==> config.mk <==
export PLATFORM = sky130hd
export DESIGN_NAME = triangle_span_rasterizer_top_flat
export DESIGN_NICKNAME = d
export VERILOG_FILES = /design/src/hw/rtl/tsr_pkg.sv /design/src/hw/rtl/tsr_in_if.sv /design/src/hw/rtl/tsr_out_if.sv /design/src/hw/rtl/tsr_cover.sv /design/src/hw/rtl/tsr_walk.sv /design/src/hw/rtl/triangle_span_rasterizer_top.sv /design/src/flat_wrapper.sv
export SDC_FILE = /design/constraint.sdc
export NUM_CORES = 2
export LEC_CHECK = 0
export ABC_AREA = 1
export BUFFER_PORTS_ARGS = -buffer_cell sky130_fd_sc_hd__buf_2
export CORE_UTILIZATION = 31
export CTS_CLUSTER_DIAMETER = 60
export DETAILED_ROUTE_END_ITERATION = 10
export GPL_TIMING_DRIVEN = 1
export SLEW_MARGIN = 0
export SYNTH_ARGS = -nofsm -noshare
export SYNTH_HDL_FRONTEND = slang
export SYNTH_HIERARCHICAL = 1
export SYNTH_SLANG_ARGS = --single-unit
==> constraint.sdc <==
create_clock -name i_clk -period 8.6 [get_ports i_clk]
set_clock_uncertainty 0.05 [all_clocks]
set_input_delay 1.72 -clock i_clk [delete_from_list [all_inputs] [get_ports i_clk]]
set_output_delay 1.72 -clock i_clk [all_outputs]
set_load 0.01 [all_outputs]
==> src/hw/rtl/tsr_pkg.sv <==
// Shared types and constants of the triangle span rasterizer.
`default_nettype none

package tsr_pkg;

    // Fixed field widths of the input and result items.
    localparam int VTX_W   = 16;
    localparam int COLOR_W = 32;
    localparam int OUT_W   = 10;

    // Edge vector components are differences of doubled vertex coordinates.
    localparam int EDGE_W  = VTX_W + 2;

    // The coverage unit issues its products edge by edge; ISSUE_LAST is the last issue slot.
    localparam int ISSUE_W = 3;
    localparam logic [ISSUE_W-1:0] ISSUE_LAST = 3'd5;

    // Item kinds.
    localparam logic KIND_LOAD = 1'b0;
    localparam logic KIND_ROW  = 1'b1;

    // One accepted input item.
    typedef struct packed {
        logic                    kind;
        logic signed [VTX_W-1:0] x0;
        logic signed [VTX_W-1:0] y0;
        logic signed [VTX_W-1:0] x1;
        logic signed [VTX_W-1:0] y1;
        logic signed [VTX_W-1:0] x2;
        logic signed [VTX_W-1:0] y2;
        logic [COLOR_W-1:0]      color;
    } t_item;

    // Stored vertices of the active triangle.
    typedef struct packed {
        logic signed [VTX_W-1:0] x0;
        logic signed [VTX_W-1:0] y0;
        logic signed [VTX_W-1:0] x1;
        logic signed [VTX_W-1:0] y1;
        logic signed [VTX_W-1:0] x2;
        logic signed [VTX_W-1:0] y2;
    } t_tri;

    // One finished span.
    typedef struct packed {
        logic [OUT_W-1:0]   row;
        logic [OUT_W-1:0]   span_start;
        logic [OUT_W-1:0]   span_end;
        logic [COLOR_W-1:0] color;
        logic               last;
    } t_span;

endpackage

`default_nettype wire

==> src/hw/rtl/tsr_in_if.sv <==
// Input channel of the triangle span rasterizer: valid, ready and one item.
`default_nettype none

interface tsr_in_if;
    logic                             valid;
    logic                             ready;
    logic                             kind;
    logic signed [tsr_pkg::VTX_W-1:0] vertex0_x;
    logic signed [tsr_pkg::VTX_W-1:0] vertex0_y;
    logic signed [tsr_pkg::VTX_W-1:0] vertex1_x;
    logic signed [tsr_pkg::VTX_W-1:0] vertex1_y;
    logic signed [tsr_pkg::VTX_W-1:0] vertex2_x;
    logic signed [tsr_pkg::VTX_W-1:0] vertex2_y;
    logic [tsr_pkg::COLOR_W-1:0]      fill_rgba;

    modport source (
        output valid, kind, vertex0_x, vertex0_y, vertex1_x, vertex1_y,
               vertex2_x, vertex2_y, fill_rgba,
        input  ready
    );

    modport sink (
        input  valid, kind, vertex0_x, vertex0_y, vertex1_x, vertex1_y,
               vertex2_x, vertex2_y, fill_rgba,
        output ready
    );
endinterface

`default_nettype wire

==> src/hw/rtl/tsr_out_if.sv <==
// Output channel of the triangle span rasterizer: valid, ready and one span.
`default_nettype none

interface tsr_out_if;
    logic                        valid;
    logic                        ready;
    logic [tsr_pkg::OUT_W-1:0]   row;
    logic [tsr_pkg::OUT_W-1:0]   span_start;
    logic [tsr_pkg::OUT_W-1:0]   span_end;
    logic [tsr_pkg::COLOR_W-1:0] span_color;
    logic                        last;

    modport source (
        output valid, row, span_start, span_end, span_color, last,
        input  ready
    );

    modport sink (
        input  valid, row, span_start, span_end, span_color, last,
        output ready
    );
endinterface

`default_nettype wire

==> src/hw/rtl/tsr_cover.sv <==
// Shared multiply-accumulate unit that runs the inside test of a pixel against every edge of the triangle.
`default_nettype none

module tsr_cover #(
    parameter int SCREEN_WIDTH  = 800,
    parameter int SCREEN_HEIGHT = 600,
    parameter int FRAC_BITS     = 4,
    localparam int COL_W = (SCREEN_WIDTH > 1) ? $clog2(SCREEN_WIDTH) : 1,
    localparam int ROW_W = (SCREEN_HEIGHT > 1) ? $clog2(SCREEN_HEIGHT) : 1
) (
    input  wire logic               i_clk,
    input  wire logic               i_rst_n,
    input  wire logic               i_start,
    input  wire logic [COL_W-1:0]   i_col,
    input  wire logic [ROW_W-1:0]   i_row,
    input  wire tsr_pkg::t_tri      i_tri,
    output logic                    o_done,
    output logic                    o_inside
);

    // Doubled pixel center width, delta width, product and difference widths.
    localparam int CRD_W = ((COL_W > ROW_W) ? COL_W : ROW_W) + 1 + FRAC_BITS;
    localparam int D_W   = ((CRD_W > tsr_pkg::VTX_W + 1) ? CRD_W : tsr_pkg::VTX_W + 1) + 2;
    localparam int E_W   = tsr_pkg::EDGE_W;
    localparam int P_W   = D_W + E_W;
    localparam int S_W   = P_W + 1;

    logic                        r_run;
    logic [tsr_pkg::ISSUE_W-1:0] r_issue;
    logic                        r_v1;
    logic                        r_v2;
    logic [tsr_pkg::ISSUE_W-1:0] r_t1;
    logic [tsr_pkg::ISSUE_W-1:0] r_t2;
    logic signed [D_W-1:0]       r_a;
    logic signed [E_W-1:0]       r_b;
    logic signed [P_W-1:0]       r_prod;
    logic signed [P_W-1:0]       r_acc;
    logic [1:0]                  r_pos;
    logic                        r_done;
    logic                        r_inside;

    logic signed [tsr_pkg::VTX_W-1:0] ax;
    logic signed [tsr_pkg::VTX_W-1:0] ay;
    logic signed [tsr_pkg::VTX_W-1:0] bx;
    logic signed [tsr_pkg::VTX_W-1:0] by;
    logic [CRD_W-1:0]                 px;
    logic [CRD_W-1:0]                 py;
    logic signed [D_W-1:0]            dx;
    logic signed [D_W-1:0]            dy;
    logic signed [E_W-1:0]            ex;
    logic signed [E_W-1:0]            ey;
    logic signed [D_W-1:0]            op_a;
    logic signed [E_W-1:0]            op_b;
    logic signed [S_W-1:0]            diff;
    logic                             pos_now;
    logic [2:0]                       pos_all;

    // Pick the directed edge of this issue slot: v0->v1, v1->v2, v2->v0.
    always_comb begin
        case (r_issue[2:1])
            2'd0: begin
                ax = i_tri.x0; ay = i_tri.y0; bx = i_tri.x1; by = i_tri.y1;
            end
            2'd1: begin
                ax = i_tri.x1; ay = i_tri.y1; bx = i_tri.x2; by = i_tri.y2;
            end
            default: begin
                ax = i_tri.x2; ay = i_tri.y2; bx = i_tri.x0; by = i_tri.y0;
            end
        endcase
    end

    // Operands in doubled units, so the pixel center lands on an integer.
    always_comb begin
        px   = CRD_W'({i_col, 1'b1}) << FRAC_BITS;
        py   = CRD_W'({i_row, 1'b1}) << FRAC_BITS;
        dx   = signed'(D_W'(px)) - D_W'(signed'({ax, 1'b0}));
        dy   = signed'(D_W'(py)) - D_W'(signed'({ay, 1'b0}));
        ex   = E_W'(signed'({bx, 1'b0})) - E_W'(signed'({ax, 1'b0}));
        ey   = E_W'(signed'({by, 1'b0})) - E_W'(signed'({ay, 1'b0}));
        op_a = r_issue[0] ? dy : dx;
        op_b = r_issue[0] ? ex : ey;
    end

    // Cross product sign of the edge that finishes in the accumulate stage.
    always_comb begin
        diff    = S_W'(r_acc) - S_W'(r_prod);
        pos_now = !diff[S_W-1] && (diff != '0);
        pos_all = {pos_now, r_pos};
    end

    // Issue counter and pipeline valid flags.
    always_ff @(posedge i_clk) begin
        if (!i_rst_n) begin
            r_run   <= 1'b0;
            r_issue <= '0;
            r_v1    <= 1'b0;
            r_v2    <= 1'b0;
            r_done  <= 1'b0;
        end else begin
            if (i_start) begin
                r_run   <= 1'b1;
                r_issue <= '0;
            end else if (r_run) begin
                r_issue <= r_issue + tsr_pkg::ISSUE_W'(1);
                if (r_issue == tsr_pkg::ISSUE_LAST) begin
                    r_run <= 1'b0;
                end
            end
            r_v1   <= r_run;
            r_v2   <= r_v1;
            r_done <= r_v2 && (r_t2 == tsr_pkg::ISSUE_LAST);
        end
    end

    // Operand, product and accumulate stages.
    always_ff @(posedge i_clk) begin
        r_a    <= op_a;
        r_b    <= op_b;
        r_t1   <= r_issue;
        r_prod <= P_W'(r_a) * P_W'(r_b);
        r_t2   <= r_t1;
        if (r_v2) begin
            if (!r_t2[0]) begin
                r_acc <= r_prod;
            end else if (r_t2[2:1] == 2'd0) begin
                r_pos[0] <= pos_now;
            end else if (r_t2[2:1] == 2'd1) begin
                r_pos[1] <= pos_now;
            end else begin
                r_inside <= (&pos_all) || !(|pos_all);
            end
        end
    end

    assign o_done   = r_done;
    assign o_inside = r_inside;

endmodule

`default_nettype wire

==> src/hw/rtl/tsr_walk.sv <==
// Triangle setup and the row sequencer that walks the left and right span edges.
`default_nettype none

module tsr_walk #(
    parameter int SCREEN_WIDTH  = 800,
    parameter int SCREEN_HEIGHT = 600,
    parameter int FRAC_BITS     = 4,
    localparam int COL_W = (SCREEN_WIDTH > 1) ? $clog2(SCREEN_WIDTH) : 1,
    localparam int ROW_W = (SCREEN_HEIGHT > 1) ? $clog2(SCREEN_HEIGHT) : 1
) (
    input  wire logic               i_clk,
    input  wire logic               i_rst_n,
    input  wire logic               i_item_valid,
    input  wire tsr_pkg::t_item     i_item,
    output logic                    o_item_ready,
    output tsr_pkg::t_tri           o_tri,
    output logic                    o_probe_start,
    output logic [COL_W-1:0]        o_probe_col,
    output logic [ROW_W-1:0]        o_probe_row,
    input  wire logic               i_probe_done,
    input  wire logic               i_probe_inside,
    output logic                    o_span_valid,
    output tsr_pkg::t_span          o_span,
    input  wire logic               i_span_ready
);

    // The row limit is an exclusive end, so it may equal the screen height.
    localparam int LIM_W = $clog2(SCREEN_HEIGHT + 1);
    localparam int YW    = tsr_pkg::VTX_W;
    localparam int YW1   = tsr_pkg::VTX_W + 1;

    localparam logic [COL_W-1:0] COL_LAST  = COL_W'(SCREEN_WIDTH - 1);
    localparam logic [YW-1:0]    COL_MAX_V = YW'(SCREEN_WIDTH - 1);
    localparam logic [YW1-1:0]   ROUND_UP  = YW1'((1 << FRAC_BITS) - 1);
    localparam logic [YW1-1:0]   HEIGHT_V  = YW1'(SCREEN_HEIGHT);

    typedef enum logic [6:0] {
        S_IDLE      = 7'b0000001,
        S_SETUP     = 7'b0000010,
        S_LEFT_OUT  = 7'b0000100,
        S_LEFT_IN   = 7'b0001000,
        S_RIGHT_OUT = 7'b0010000,
        S_RIGHT_IN  = 7'b0100000,
        S_EMIT      = 7'b1000000
    } t_walk_state;

    t_walk_state                 r_state, n_state;
    tsr_pkg::t_tri               r_tri, n_tri;
    logic [tsr_pkg::COLOR_W-1:0] r_color, n_color;
    logic [ROW_W-1:0]            r_row, n_row;
    logic [LIM_W-1:0]            r_limit, n_limit;
    logic [COL_W-1:0]            r_lo, n_lo;
    logic [COL_W-1:0]            r_hi, n_hi;
    logic                        r_active, n_active;
    logic                        r_wait, n_wait;

    logic signed [YW-1:0] y_first;
    logic signed [YW-1:0] x_first;
    logic signed [YW-1:0] y_top;
    logic signed [YW-1:0] x_top;
    logic signed [YW-1:0] y_max0;
    logic signed [YW-1:0] y_max1;
    logic signed [YW-1:0] y_max;
    logic [YW-1:0]        x_col;
    logic [COL_W-1:0]     setup_col;
    logic [YW-1:0]        start_row;
    logic [YW1-1:0]       end_incl;
    logic [YW1-1:0]       end_excl;
    logic [YW1-1:0]       end_row;
    logic                 has_rows;

    logic [COL_W-1:0] lo_dec;
    logic [COL_W-1:0] lo_inc;
    logic [COL_W-1:0] hi_inc;
    logic [COL_W-1:0] hi_dec;
    logic [LIM_W-1:0] row_nx;
    logic             fin;

    // Setup: top-most vertex (first on ties), lowest point, start column and rows.
    always_comb begin
        y_first   = (r_tri.y1 < r_tri.y0) ? r_tri.y1 : r_tri.y0;
        x_first   = (r_tri.y1 < r_tri.y0) ? r_tri.x1 : r_tri.x0;
        y_top     = (r_tri.y2 < y_first) ? r_tri.y2 : y_first;
        x_top     = (r_tri.y2 < y_first) ? r_tri.x2 : x_first;
        y_max0    = (r_tri.y0 > 0) ? r_tri.y0 : '0;
        y_max1    = (r_tri.y1 > y_max0) ? r_tri.y1 : y_max0;
        y_max     = (r_tri.y2 > y_max1) ? r_tri.y2 : y_max1;
        x_col     = unsigned'(x_top) >> FRAC_BITS;
        setup_col = x_top[YW-1] ? '0 :
                    ((x_col > COL_MAX_V) ? COL_LAST : COL_W'(x_col));
        start_row = y_top[YW-1] ? '0 : (unsigned'(y_top) >> FRAC_BITS);
        end_incl  = (YW1'(unsigned'(y_max)) + ROUND_UP) >> FRAC_BITS;
        end_excl  = end_incl + YW1'(1);
        end_row   = (end_excl > HEIGHT_V) ? HEIGHT_V : end_excl;
        has_rows  = YW1'(start_row) < end_row;
    end

    // Edge steps and the end-of-triangle check.
    always_comb begin
        lo_dec = r_lo - COL_W'(1);
        lo_inc = r_lo + COL_W'(1);
        hi_inc = r_hi + COL_W'(1);
        hi_dec = r_hi - COL_W'(1);
        row_nx = LIM_W'(r_row) + LIM_W'(1);
        fin    = row_nx >= r_limit;
    end

    // Sequencer: each walking phase probes one column at a time.
    always_comb begin
        n_state       = r_state;
        n_tri         = r_tri;
        n_color       = r_color;
        n_row         = r_row;
        n_limit       = r_limit;
        n_lo          = r_lo;
        n_hi          = r_hi;
        n_active      = r_active;
        n_wait        = r_wait;
        o_probe_start = 1'b0;
        case (r_state)
            S_IDLE: begin
                if (i_item_valid) begin
                    if (i_item.kind == tsr_pkg::KIND_LOAD) begin
                        n_tri.x0 = i_item.x0;
                        n_tri.y0 = i_item.y0;
                        n_tri.x1 = i_item.x1;
                        n_tri.y1 = i_item.y1;
                        n_tri.x2 = i_item.x2;
                        n_tri.y2 = i_item.y2;
                        n_color  = i_item.color;
                        n_state  = S_SETUP;
                    end else if (r_active) begin
                        n_wait  = 1'b0;
                        n_state = S_LEFT_OUT;
                    end
                end
            end
            S_SETUP: begin
                n_lo     = setup_col;
                n_hi     = setup_col;
                n_row    = ROW_W'(start_row);
                n_limit  = LIM_W'(end_row);
                n_active = has_rows;
                n_state  = S_IDLE;
            end
            S_LEFT_OUT: begin
                // Widen to the left while the column is covered.
                if (!r_wait) begin
                    if (r_lo != '0) begin
                        o_probe_start = 1'b1;
                        n_wait        = 1'b1;
                    end else begin
                        n_state = S_LEFT_IN;
                    end
                end else if (i_probe_done) begin
                    n_wait = 1'b0;
                    if (i_probe_inside) begin
                        n_lo = lo_dec;
                    end else begin
                        n_state = S_LEFT_IN;
                    end
                end
            end
            S_LEFT_IN: begin
                // Narrow from the left while the column is not covered.
                if (!r_wait) begin
                    if (r_lo != COL_LAST) begin
                        o_probe_start = 1'b1;
                        n_wait        = 1'b1;
                    end else begin
                        n_state = S_RIGHT_OUT;
                    end
                end else if (i_probe_done) begin
                    n_wait = 1'b0;
                    if (!i_probe_inside) begin
                        n_lo = lo_inc;
                        if (r_hi < lo_inc) begin
                            n_hi = lo_inc;
                        end
                    end else begin
                        n_state = S_RIGHT_OUT;
                    end
                end
            end
            S_RIGHT_OUT: begin
                // Widen to the right while the column is covered.
                if (!r_wait) begin
                    if (r_hi != COL_LAST) begin
                        o_probe_start = 1'b1;
                        n_wait        = 1'b1;
                    end else begin
                        n_state = S_RIGHT_IN;
                    end
                end else if (i_probe_done) begin
                    n_wait = 1'b0;
                    if (i_probe_inside) begin
                        n_hi = hi_inc;
                    end else begin
                        n_state = S_RIGHT_IN;
                    end
                end
            end
            S_RIGHT_IN: begin
                // Narrow from the right while the column is not covered.
                if (!r_wait) begin
                    if (r_hi != '0) begin
                        o_probe_start = 1'b1;
                        n_wait        = 1'b1;
                    end else begin
                        n_state = S_EMIT;
                    end
                end else if (i_probe_done) begin
                    n_wait = 1'b0;
                    if (!i_probe_inside) begin
                        n_hi = hi_dec;
                        if (r_lo > hi_dec) begin
                            n_lo = hi_dec;
                        end
                    end else begin
                        n_state = S_EMIT;
                    end
                end
            end
            S_EMIT: begin
                // Hand the span to the output register and move to the next row.
                if (i_span_ready) begin
                    n_row = ROW_W'(row_nx);
                    if (fin) begin
                        n_active = 1'b0;
                    end
                    n_state = S_IDLE;
                end
            end
            default: begin
                n_state = S_IDLE;
            end
        endcase
    end

    // Control registers.
    always_ff @(posedge i_clk) begin
        if (!i_rst_n) begin
            r_state  <= S_IDLE;
            r_active <= 1'b0;
            r_wait   <= 1'b0;
        end else begin
            r_state  <= n_state;
            r_active <= n_active;
            r_wait   <= n_wait;
        end
    end

    // Triangle and walk registers.
    always_ff @(posedge i_clk) begin
        r_tri   <= n_tri;
        r_color <= n_color;
        r_row   <= n_row;
        r_limit <= n_limit;
        r_lo    <= n_lo;
        r_hi    <= n_hi;
    end

    assign o_item_ready = (r_state == S_IDLE);
    assign o_tri        = r_tri;
    assign o_probe_col  = ((r_state == S_RIGHT_OUT) || (r_state == S_RIGHT_IN)) ? r_hi : r_lo;
    assign o_probe_row  = r_row;

    assign o_span_valid      = (r_state == S_EMIT);
    assign o_span.row        = tsr_pkg::OUT_W'(r_row);
    assign o_span.span_start = tsr_pkg::OUT_W'(r_lo);
    assign o_span.span_end   = tsr_pkg::OUT_W'(r_hi);
    assign o_span.color      = r_color;
    assign o_span.last       = fin;

endmodule

`default_nettype wire

==> src/hw/rtl/triangle_span_rasterizer_top.sv <==
// Top level of the triangle span rasterizer: handshakes, output register and the two units.
//
//  channel  | dir | transfer carries                          | width
//  ---------+-----+-------------------------------------------+------
//  i_in     | in  | kind, three vertices (x, y), fill_rgba    | 129
//  o_out    | out | row, span_start, span_end, span_color, last | 63
//
// A load item (kind 0) is captured in the idle state, then goes through triangle setup.
// A row item probes its columns one at a time; each probe runs all of its
// products through the one shared multiplier, and an interior row probes at least four times.
// A row item with no active triangle is taken and gives no span.
// Reset is synchronous and active low; it leaves no triangle active.
// A finished span waits in the output register; the next stalls while o_out.ready is low.
`default_nettype none

module triangle_span_rasterizer_top #(
    parameter int SCREEN_WIDTH  = 800,
    parameter int SCREEN_HEIGHT = 600,
    parameter int FRAC_BITS     = 4
) (
    input  wire logic     i_clk,
    input  wire logic     i_rst_n,
    tsr_in_if.sink        i_in,
    tsr_out_if.source     o_out
);

    localparam int COL_W = (SCREEN_WIDTH > 1) ? $clog2(SCREEN_WIDTH) : 1;
    localparam int ROW_W = (SCREEN_HEIGHT > 1) ? $clog2(SCREEN_HEIGHT) : 1;

    tsr_pkg::t_item   item;
    logic             item_ready;
    tsr_pkg::t_tri    tri_v;
    logic             probe_start;
    logic [COL_W-1:0] probe_col;
    logic [ROW_W-1:0] probe_row;
    logic             probe_done;
    logic             probe_inside;
    logic             span_valid;
    tsr_pkg::t_span   span;
    logic             span_ready;

    logic             r_out_valid;
    tsr_pkg::t_span   r_out;

    // Gather the input transfer into one item.
    always_comb begin
        item.kind  = i_in.kind;
        item.x0    = i_in.vertex0_x;
        item.y0    = i_in.vertex0_y;
        item.x1    = i_in.vertex1_x;
        item.y1    = i_in.vertex1_y;
        item.x2    = i_in.vertex2_x;
        item.y2    = i_in.vertex2_y;
        item.color = i_in.fill_rgba;
    end

    assign i_in.ready = item_ready;

    tsr_walk #(
        .SCREEN_WIDTH  (SCREEN_WIDTH),
        .SCREEN_HEIGHT (SCREEN_HEIGHT),
        .FRAC_BITS     (FRAC_BITS)
    ) u_walk (
        .i_clk          (i_clk),
        .i_rst_n        (i_rst_n),
        .i_item_valid   (i_in.valid),
        .i_item         (item),
        .o_item_ready   (item_ready),
        .o_tri          (tri_v),
        .o_probe_start  (probe_start),
        .o_probe_col    (probe_col),
        .o_probe_row    (probe_row),
        .i_probe_done   (probe_done),
        .i_probe_inside (probe_inside),
        .o_span_valid   (span_valid),
        .o_span         (span),
        .i_span_ready   (span_ready)
    );

    tsr_cover #(
        .SCREEN_WIDTH  (SCREEN_WIDTH),
        .SCREEN_HEIGHT (SCREEN_HEIGHT),
        .FRAC_BITS     (FRAC_BITS)
    ) u_cover (
        .i_clk    (i_clk),
        .i_rst_n  (i_rst_n),
        .i_start  (probe_start),
        .i_col    (probe_col),
        .i_row    (probe_row),
        .i_tri    (tri_v),
        .o_done   (probe_done),
        .o_inside (probe_inside)
    );

    // The output register takes a new span when it is empty or being emptied.
    assign span_ready = !r_out_valid || o_out.ready;

    always_ff @(posedge i_clk) begin
        if (!i_rst_n) begin
            r_out_valid <= 1'b0;
        end else if (span_valid && span_ready) begin
            r_out_valid <= 1'b1;
        end else if (o_out.ready) begin
            r_out_valid <= 1'b0;
        end
    end

    always_ff @(posedge i_clk) begin
        if (span_valid && span_ready) begin
            r_out <= span;
        end
    end

    assign o_out.valid      = r_out_valid;
    assign o_out.row        = r_out.row;
    assign o_out.span_start = r_out.span_start;
    assign o_out.span_end   = r_out.span_end;
    assign o_out.span_color = r_out.color;
    assign o_out.last       = r_out.last;

endmodule

`default_nettype wire

==> src/flat_wrapper.sv <==
// flat-port wrapper written by rule: the top's interface ports become plain ports
module triangle_span_rasterizer_top_flat 
#(
    parameter int SCREEN_WIDTH  = 800,
    parameter int SCREEN_HEIGHT = 600,
    parameter int FRAC_BITS     = 4
)
  (i_clk, i_rst_n, i_in_valid, i_in_kind, i_in_vertex0_x, i_in_vertex0_y, i_in_vertex1_x, i_in_vertex1_y, i_in_vertex2_x, i_in_vertex2_y, i_in_fill_rgba, i_in_ready, o_out_valid, o_out_row, o_out_span_start, o_out_span_end, o_out_span_color, o_out_last, o_out_ready);
  tsr_in_if i_in_i ();
  tsr_out_if o_out_i ();
  input  wire logic i_clk;
  input  wire logic i_rst_n;
  input wire logic [$bits(i_in_i.valid)-1:0] i_in_valid;
  input wire logic [$bits(i_in_i.kind)-1:0] i_in_kind;
  input wire logic [$bits(i_in_i.vertex0_x)-1:0] i_in_vertex0_x;
  input wire logic [$bits(i_in_i.vertex0_y)-1:0] i_in_vertex0_y;
  input wire logic [$bits(i_in_i.vertex1_x)-1:0] i_in_vertex1_x;
  input wire logic [$bits(i_in_i.vertex1_y)-1:0] i_in_vertex1_y;
  input wire logic [$bits(i_in_i.vertex2_x)-1:0] i_in_vertex2_x;
  input wire logic [$bits(i_in_i.vertex2_y)-1:0] i_in_vertex2_y;
  input wire logic [$bits(i_in_i.fill_rgba)-1:0] i_in_fill_rgba;
  output wire logic [$bits(i_in_i.ready)-1:0] i_in_ready;
  output wire logic [$bits(o_out_i.valid)-1:0] o_out_valid;
  output wire logic [$bits(o_out_i.row)-1:0] o_out_row;
  output wire logic [$bits(o_out_i.span_start)-1:0] o_out_span_start;
  output wire logic [$bits(o_out_i.span_end)-1:0] o_out_span_end;
  output wire logic [$bits(o_out_i.span_color)-1:0] o_out_span_color;
  output wire logic [$bits(o_out_i.last)-1:0] o_out_last;
  input wire logic [$bits(o_out_i.ready)-1:0] o_out_ready;
  assign i_in_i.valid = i_in_valid;
  assign i_in_i.kind = i_in_kind;
  assign i_in_i.vertex0_x = i_in_vertex0_x;
  assign i_in_i.vertex0_y = i_in_vertex0_y;
  assign i_in_i.vertex1_x = i_in_vertex1_x;
  assign i_in_i.vertex1_y = i_in_vertex1_y;
  assign i_in_i.vertex2_x = i_in_vertex2_x;
  assign i_in_i.vertex2_y = i_in_vertex2_y;
  assign i_in_i.fill_rgba = i_in_fill_rgba;
  assign i_in_ready = i_in_i.ready;
  assign o_out_valid = o_out_i.valid;
  assign o_out_row = o_out_i.row;
  assign o_out_span_start = o_out_i.span_start;
  assign o_out_span_end = o_out_i.span_end;
  assign o_out_span_color = o_out_i.span_color;
  assign o_out_last = o_out_i.last;
  assign o_out_i.ready = o_out_ready;
  triangle_span_rasterizer_top #(.SCREEN_WIDTH(SCREEN_WIDTH), .SCREEN_HEIGHT(SCREEN_HEIGHT), .FRAC_BITS(FRAC_BITS)) u_core (.i_clk(i_clk), .i_rst_n(i_rst_n), .i_in(i_in_i), .o_out(o_out_i));
endmodule
# Yosys cells after proc, flatten, opt, wreduce, memory -nomap -nowiden
# Cells that the tools add are included.
# W data, S select, Z words.
dict set report word_totals {
  register_bits 368
  in_bits 133
  wordCells 231
}
dict set report classes {
  n_addsub 13
  n_mul 1
  n_lt_le_gt_ge 11
  n_eq_ne 45
  muxes 89
  bitwise_logic 5
  reduce_logical 33
}
# op count
set ops {}
lappend ops {{$mux W10} 24}
lappend ops {{$mux W7} 20}
lappend ops {{$pmux W16 S2} 4}
lappend ops {{$mux W16} 7}
lappend ops {{$pmux W10 S4} 2}
lappend ops {{$pmux W7 S6} 1}
lappend ops {{$reduce_bool A38 Y1} 1}
lappend ops {{$sub A37 B37 Y38} 1}
lappend ops {{$mul A19 B18 Y37} 1}
lappend ops {{$ne A2 B2 Y1 const B} 18}
lappend ops {{$ne A3 B3 Y1 const B} 12}
lappend ops {{$sub A16 B17 Y18} 2}
lappend ops {{$sub A17 B17 Y18} 2}
lappend ops {{$gt A16 B16 Y1} 2}
lappend ops {{$lt A16 B16 Y1} 2}
lappend ops {{$add A10 B1 Y10 const B} 3}
lappend ops {{$mux W1} 23}
lappend ops {{$reduce_and A11 Y1} 2}
lappend ops {{$ne A10 B10 Y1 const B} 2}
lappend ops {{$pmux W10 S2} 1}
lappend ops {{$reduce_bool A10 Y1} 2}
lappend ops {{$sub A10 B1 Y10 const B} 2}
lappend ops {{$mux W19} 1}
lappend ops {{$mux W18} 1}
lappend ops {{other kinds (40)} 61}

# Longest topological paths before layout
dict set report logic_depth {
  depth_word 12
  ltp_mapped 63
  ltp_nobuf 61
}

# Hierarchy
# Netlist, hierarchy kept.
# mod instances cells_each area_each_um2 seq_area_each_um2
set by_module_without_submodules {}
lappend by_module_without_submodules {tsr_cover 1 3096 22008.6 2782.7}
lappend by_module_without_submodules {tsr_walk 1 1393 11954.0 5225.0}
lappend by_module_without_submodules {triangle_span_rasterizer_top 1 70 1943.1 1911.8}

# Worst setup path after synthesis
# Ideal clock, no wire load.
dict set report synth_timing {
  path_type {input to register}
  start {input port i_in_kind}
  end {register u_core.u_walk.r_tri, in the netlist u_core/u_walk/o_tri[0], enable pin}
  setup_time_ns 0.617
  arrival_ns 7.202
  required_ns 7.933
  path_slack_ns 0.730
  stages 3
  n_path_buf 0
  path_cell_list {inv_1 nand2_1 nor2_1}
}
dict set report synth_via {
  elab_chain_cells 2
}
# element line
set synth_rtl {}
lappend synth_rtl {{start, declared} flat_wrapper.sv:14} ;# input wire logic [$bits(i_in_i.kind)-1:0] i_in_kind;
lappend synth_rtl {{$not A1 Y1 (no line)} n/a}
lappend synth_rtl {{$reduce_and A3 Y1 (no line)} n/a}
lappend synth_rtl {{end signal, assigned} tsr_walk.sv:255} ;# r_tri <= n_tri;
lappend synth_rtl {{end, declared} tsr_walk.sv:48} ;# tsr_pkg::t_tri r_tri, n_tri;
# No other way between the ends.
# A chain may end at the register's enable or synchronous reset.

# Final worst setup path
dict set report layout_timing {
  start {register u_core.u_walk.r_tri, in the netlist u_core/u_walk/o_tri[74]}
  end {register u_core.u_walk.r_active}
}
dict set report layout_via {
  elab_chain_cells 12
}
# element line
set layout_rtl {}
lappend layout_rtl {{$gt A16 B1 Y1} tsr_walk.sv:85} ;# y_max0 = (r_tri.y0 > 0) ? r_tri.y0 : '0;
lappend layout_rtl {{$mux W16 *} tsr_walk.sv:85}
lappend layout_rtl {{$gt A16 B16 Y1} tsr_walk.sv:86} ;# y_max1 = (r_tri.y1 > y_max0) ? r_tri.y1 : y_max0;
lappend layout_rtl {{$mux W16 *} tsr_walk.sv:86}
lappend layout_rtl {{$gt A16 B16 Y1} tsr_walk.sv:87} ;# y_max = (r_tri.y2 > y_max1) ? r_tri.y2 : y_max1;
lappend layout_rtl {{$mux W16 *} tsr_walk.sv:87}
lappend layout_rtl {{$add A16 B4 Y17 *} tsr_walk.sv:92} ;# end_incl = (YW1'(unsigned'(y_max)) + ROUND_UP) >> FRAC_BITS;
lappend layout_rtl {{$add A13 B1 Y14 *} tsr_walk.sv:93} ;# end_excl = end_incl + YW1'(1);
lappend layout_rtl {{$gt A14 B10 Y1} tsr_walk.sv:94} ;# end_row = (end_excl > HEIGHT_V) ? HEIGHT_V : end_excl;
lappend layout_rtl {{$mux W14 *} tsr_walk.sv:94}
lappend layout_rtl {{named net u_core.u_walk.end_row[4]} tsr_walk.sv:69} ;# logic [YW1-1:0] end_row;
lappend layout_rtl {{$lt A11 B14 Y1 *} tsr_walk.sv:95} ;# has_rows = YW1'(start_row) < end_row;
lappend layout_rtl {{$pmux W1 S2 *} tsr_walk.sv:120} ;# case (r_state)
lappend layout_rtl {{end signal, assigned} tsr_walk.sv:248} ;# r_active <= n_active;
lappend layout_rtl {{end, declared} tsr_walk.sv:54} ;# logic r_active, n_active;
# Mark *: on every way through the listed nets, which the timed path passes. The rest lies on a longest branch.

==> impl_metrics.csv <==
group,metric,value,unit
timing,slew_headroom,20.91,%
worst_setup_path,start_kind,"register",
floorplanning,die_height,342.3,um
timing,period_share,90.92,%
route,drt_iter0_drc,2049,
clock_network,numCtsBuffers,48,
route,wl_met3,5713,um
clock_network,cts_root_buf,"clkbuf_16",
timing,timing.fmax,127.9,MHz
worst_setup_path,cpLargestDelayFamily,"simple AND/OR/NAND/NOR gates",
grt,antenna_found_initial,4,
clock_network,ctsHoldBuffers,0,
grt,grt_max_degree,72,
floorplanning,coreArea,114700,um2
floorplanning,start_util,31.32,%
timing,fin_tns_setup,0,ns
clock_network,cts_setup_buffers,0,
route,route.met2.wl,46520,um
worst_setup_path,critical_path_class,"register to register",
grt,grt_usage,17.24,%
synth,synth-seq-cells,361,
synth,synth.most_common_cell,"nand2_1",
timing,worst_slew_pin_slew,1.182,ns
layout,drive_gt1_share,8.989,%
clock_network,cts_buffer_depth,3,
layout,nFillCells,11948,
synth,ys_seq_area_share,27.63,%
timing,grt_setup_unrepaired,"false",
worst_setup_path,path_buf_inv,7,
status,status,"finished with violations",
route,drc_errors,4,
worst_setup_path,critPathMaxStageDelay,0.48,ns
route,top_layer_used,"met5",
clock_network,ctsResizeCount,0,
clock_network,htree_levels,2,
timing,fin_crit,7.819,ns
run,maxCapViolCount,0,
grt,overflow,0,
route,viasPerCell,4.706,
synth,synth_cells,4559,
synth,ys_top_cells_by_area,"edfxtp_1 22%, fa_1 17%, nand2_1 11%",
route,firstDrtPassIters,8,
layout,syn2layout_area_growth,11.44,%
timing,slew_viol_final,0,
synth,synth_top_area_share,22.50,%
route,wl_met1,46530,um
worst_setup_path,crit_top_cell,"nand2_1",
synth,ys_async_sr_fraction,0,%
worst_setup_path,cp.required,9.09,ns
synth,yosys-top-cells-count,"1085 x nand2_1, 1035 x inv_1, 306 x ha_1, 303 x fa_1, 295 x nor2_1",
worst_setup_path,crit_path_end_kind,"register",
worst_setup_path,crit_fanout,28,
layout,fin_nets,5442,
synth,ys_warn_count,6,
floorplanning,die_area,117200,um2
clock_network,cts_tree,"built",
clock_network,clk_latency,0.63,ns
synth,synthFlopType,"edfxtp_1",
clock_network,clk_pin_slew,0.06,ns
synth,synth-edff-count,269,
clock_network,clkSinkCount,361,
synth,synth.cell_area,35910,um2
timing,finalHoldViolations,0,
placement,hpwl,82060,um
timing,setup_viol,0,
placement,gp_congestion,0.9105,
floorplanning,die_w,342.3,um
synth,avgSynthCellArea,7.876,um2
floorplanning,top_level_ports,198,
status,violations,"DRC",
route,wirelength,101100,um
grt,grt_pass1_vias,29421,
worst_setup_path,cpMaxStageDelayCell,"edfxtp_1",
route,vias,29434,
floorplanning,placementRows,124,
grt,grt_pass1_wl,160400,um
synth,synthDistinctLibCells,66,
route,ant_nets,0,
placement,placement.io_buffers,197,
synth,yosysTopAreaCell,"edfxtp_1",
worst_setup_path,crit_arrival,8.31,ns
min_path,hp-class,"register to register",
route,wire_per_inst,16.17,um
path summary, 6_finish.rpt:
check	cells past startpoint	to	slack (ns)	startpoint
min reg2reg	0	u_core/u_cover/r_t2[0]	0.28	u_core/u_cover/r_t1[0]
min	0	u_core/u_cover/r_t2[0]	0.28	u_core/u_cover/r_t1[0]
max reg2reg	52	u_core/u_walk/r_active	0.78	u_core/u_walk/o_tri[74]
max	52	u_core/u_walk/r_active	0.78	u_core/u_walk/o_tri[74]
per-layer routing:
metal | track usage, % | vias up
met5 | 0 | -
met4 | 4.585 | 2
met3 | 2.547 | 138
met2 | 28.54 | 843
met1 | 23.36 | 13839
li1 | - | 14612
cell usage in the layout (no fill, tap or decap), types with 7 or more instances in the layout:
cell and count:
nand4_1 53, nand2_2 32, nand2_1 1085, o221ai_1 26, edfxtp_1 269, a31oi_1 25, o21a_1 12, nor2_2 14
nor4_1 7, o21ai_1 15, o22ai_1 41, fa_1 303, clkbuf_16 49, ha_1 306, nand3_2 13, nand3b_1 9
buf_4 25, nor3_1 36, nor2_1 293, inv_1 1035, nand3_1 135, inv_8 7, xor2_1 60, xnor2_1 19
buf_2 197, or2_2 19, nor2_4 7, a21oi_1 212, inv_2 13, dfxtp_1 91, a211oi_1 21, o21ai_0 160
clkinv_1 11, and2_1 11, o21bai_1 14, o31ai_1 9, a21o_1 10
flip-flops by register name, indices dropped and copies added, names as in the netlist, 2 cells and up:
register                   cells
u_core/u_walk/o_tri           96
u_core/u_cover/r_a            17
u_core/u_walk/o_probe_row     10
u_core/u_cover/r_prod         35
u_core/u_cover/r_issue         3
u_core/u_cover/r_acc          35
u_core/u_walk/r_lo            10
u_core/o_out.row              10
u_core/u_walk/r_limit         10
u_core/u_cover/r_b            17
u_core/u_walk/r_state          7
u_core/u_cover/r_t1            3
u_core/u_cover/r_pos           2
u_core/u_walk/r_color         32
u_core/u_walk/r_hi            10
u_core/u_cover/r_t2            3
u_core/o_out.span_color       32
u_core/o_out.span_start       10
u_core/o_out.span_end         10
logic make-up after synthesis:
family | Yosys count | synth area share, %
xor+xnor | 79 | 1.927
flops | 361 | 27.63
compound gates | 588 | 9.663
buf+inv | 1184 | 12.66
simple gates | 1731 | 20.39
fa+ha+maj | 609 | 27.56
mux | 6 | 0.1673
other cells | 1 | 0.01044
final cells by class:
| class | instances | area, um2 | area share (%) |
|---|---|---|---|
| Antenna cell | 3 | 7.507 | 0.01876 |
| Clock buffer | 55 | 1249 | 3.121 |
| Clock inverter | 34 | 316.6 | 0.7911 |
| Inverter | 1052 | 3954 | 9.881 |
| Multi-Input combinational cell | 3015 | 21500 | 53.74 |
| Sequential cell | 361 | 9921 | 24.79 |
| Tap cell | 1512 | 1892 | 4.728 |
| Timing Repair Buffer | 222 | 1174 | 2.933 |
stage by stage:
step	setup WS (ns)	cell area (um2)	std cells	util (%)	hold slack, ns
final	0.7808	40010	6254	34.90	0.2784
after global routing	0.005811	40010	6254	34.90	0.2818
after CTS	0.8424	40010	6251	34.89	0.2783
after detailed placement	0.8888	38440	6162	33.53	0.2621
after global placement	0.8686	38440	6162	33.53	0.2616
after floorplan	0.7305	35910	4560	-	0.2596
worst register-to-register path: cells and delay by family (launching register included):
kind	cells	cell delay, ns
flops	1	0.48
compound gates	6	0.73
fa+ha+maj	4	1.01
simple gates	35	4.67
buf+inv	7	0.80
Power is left out: the tool's default activity adds up to more than one toggle a clock period on the data nets, which glitch-free logic cannot reach.
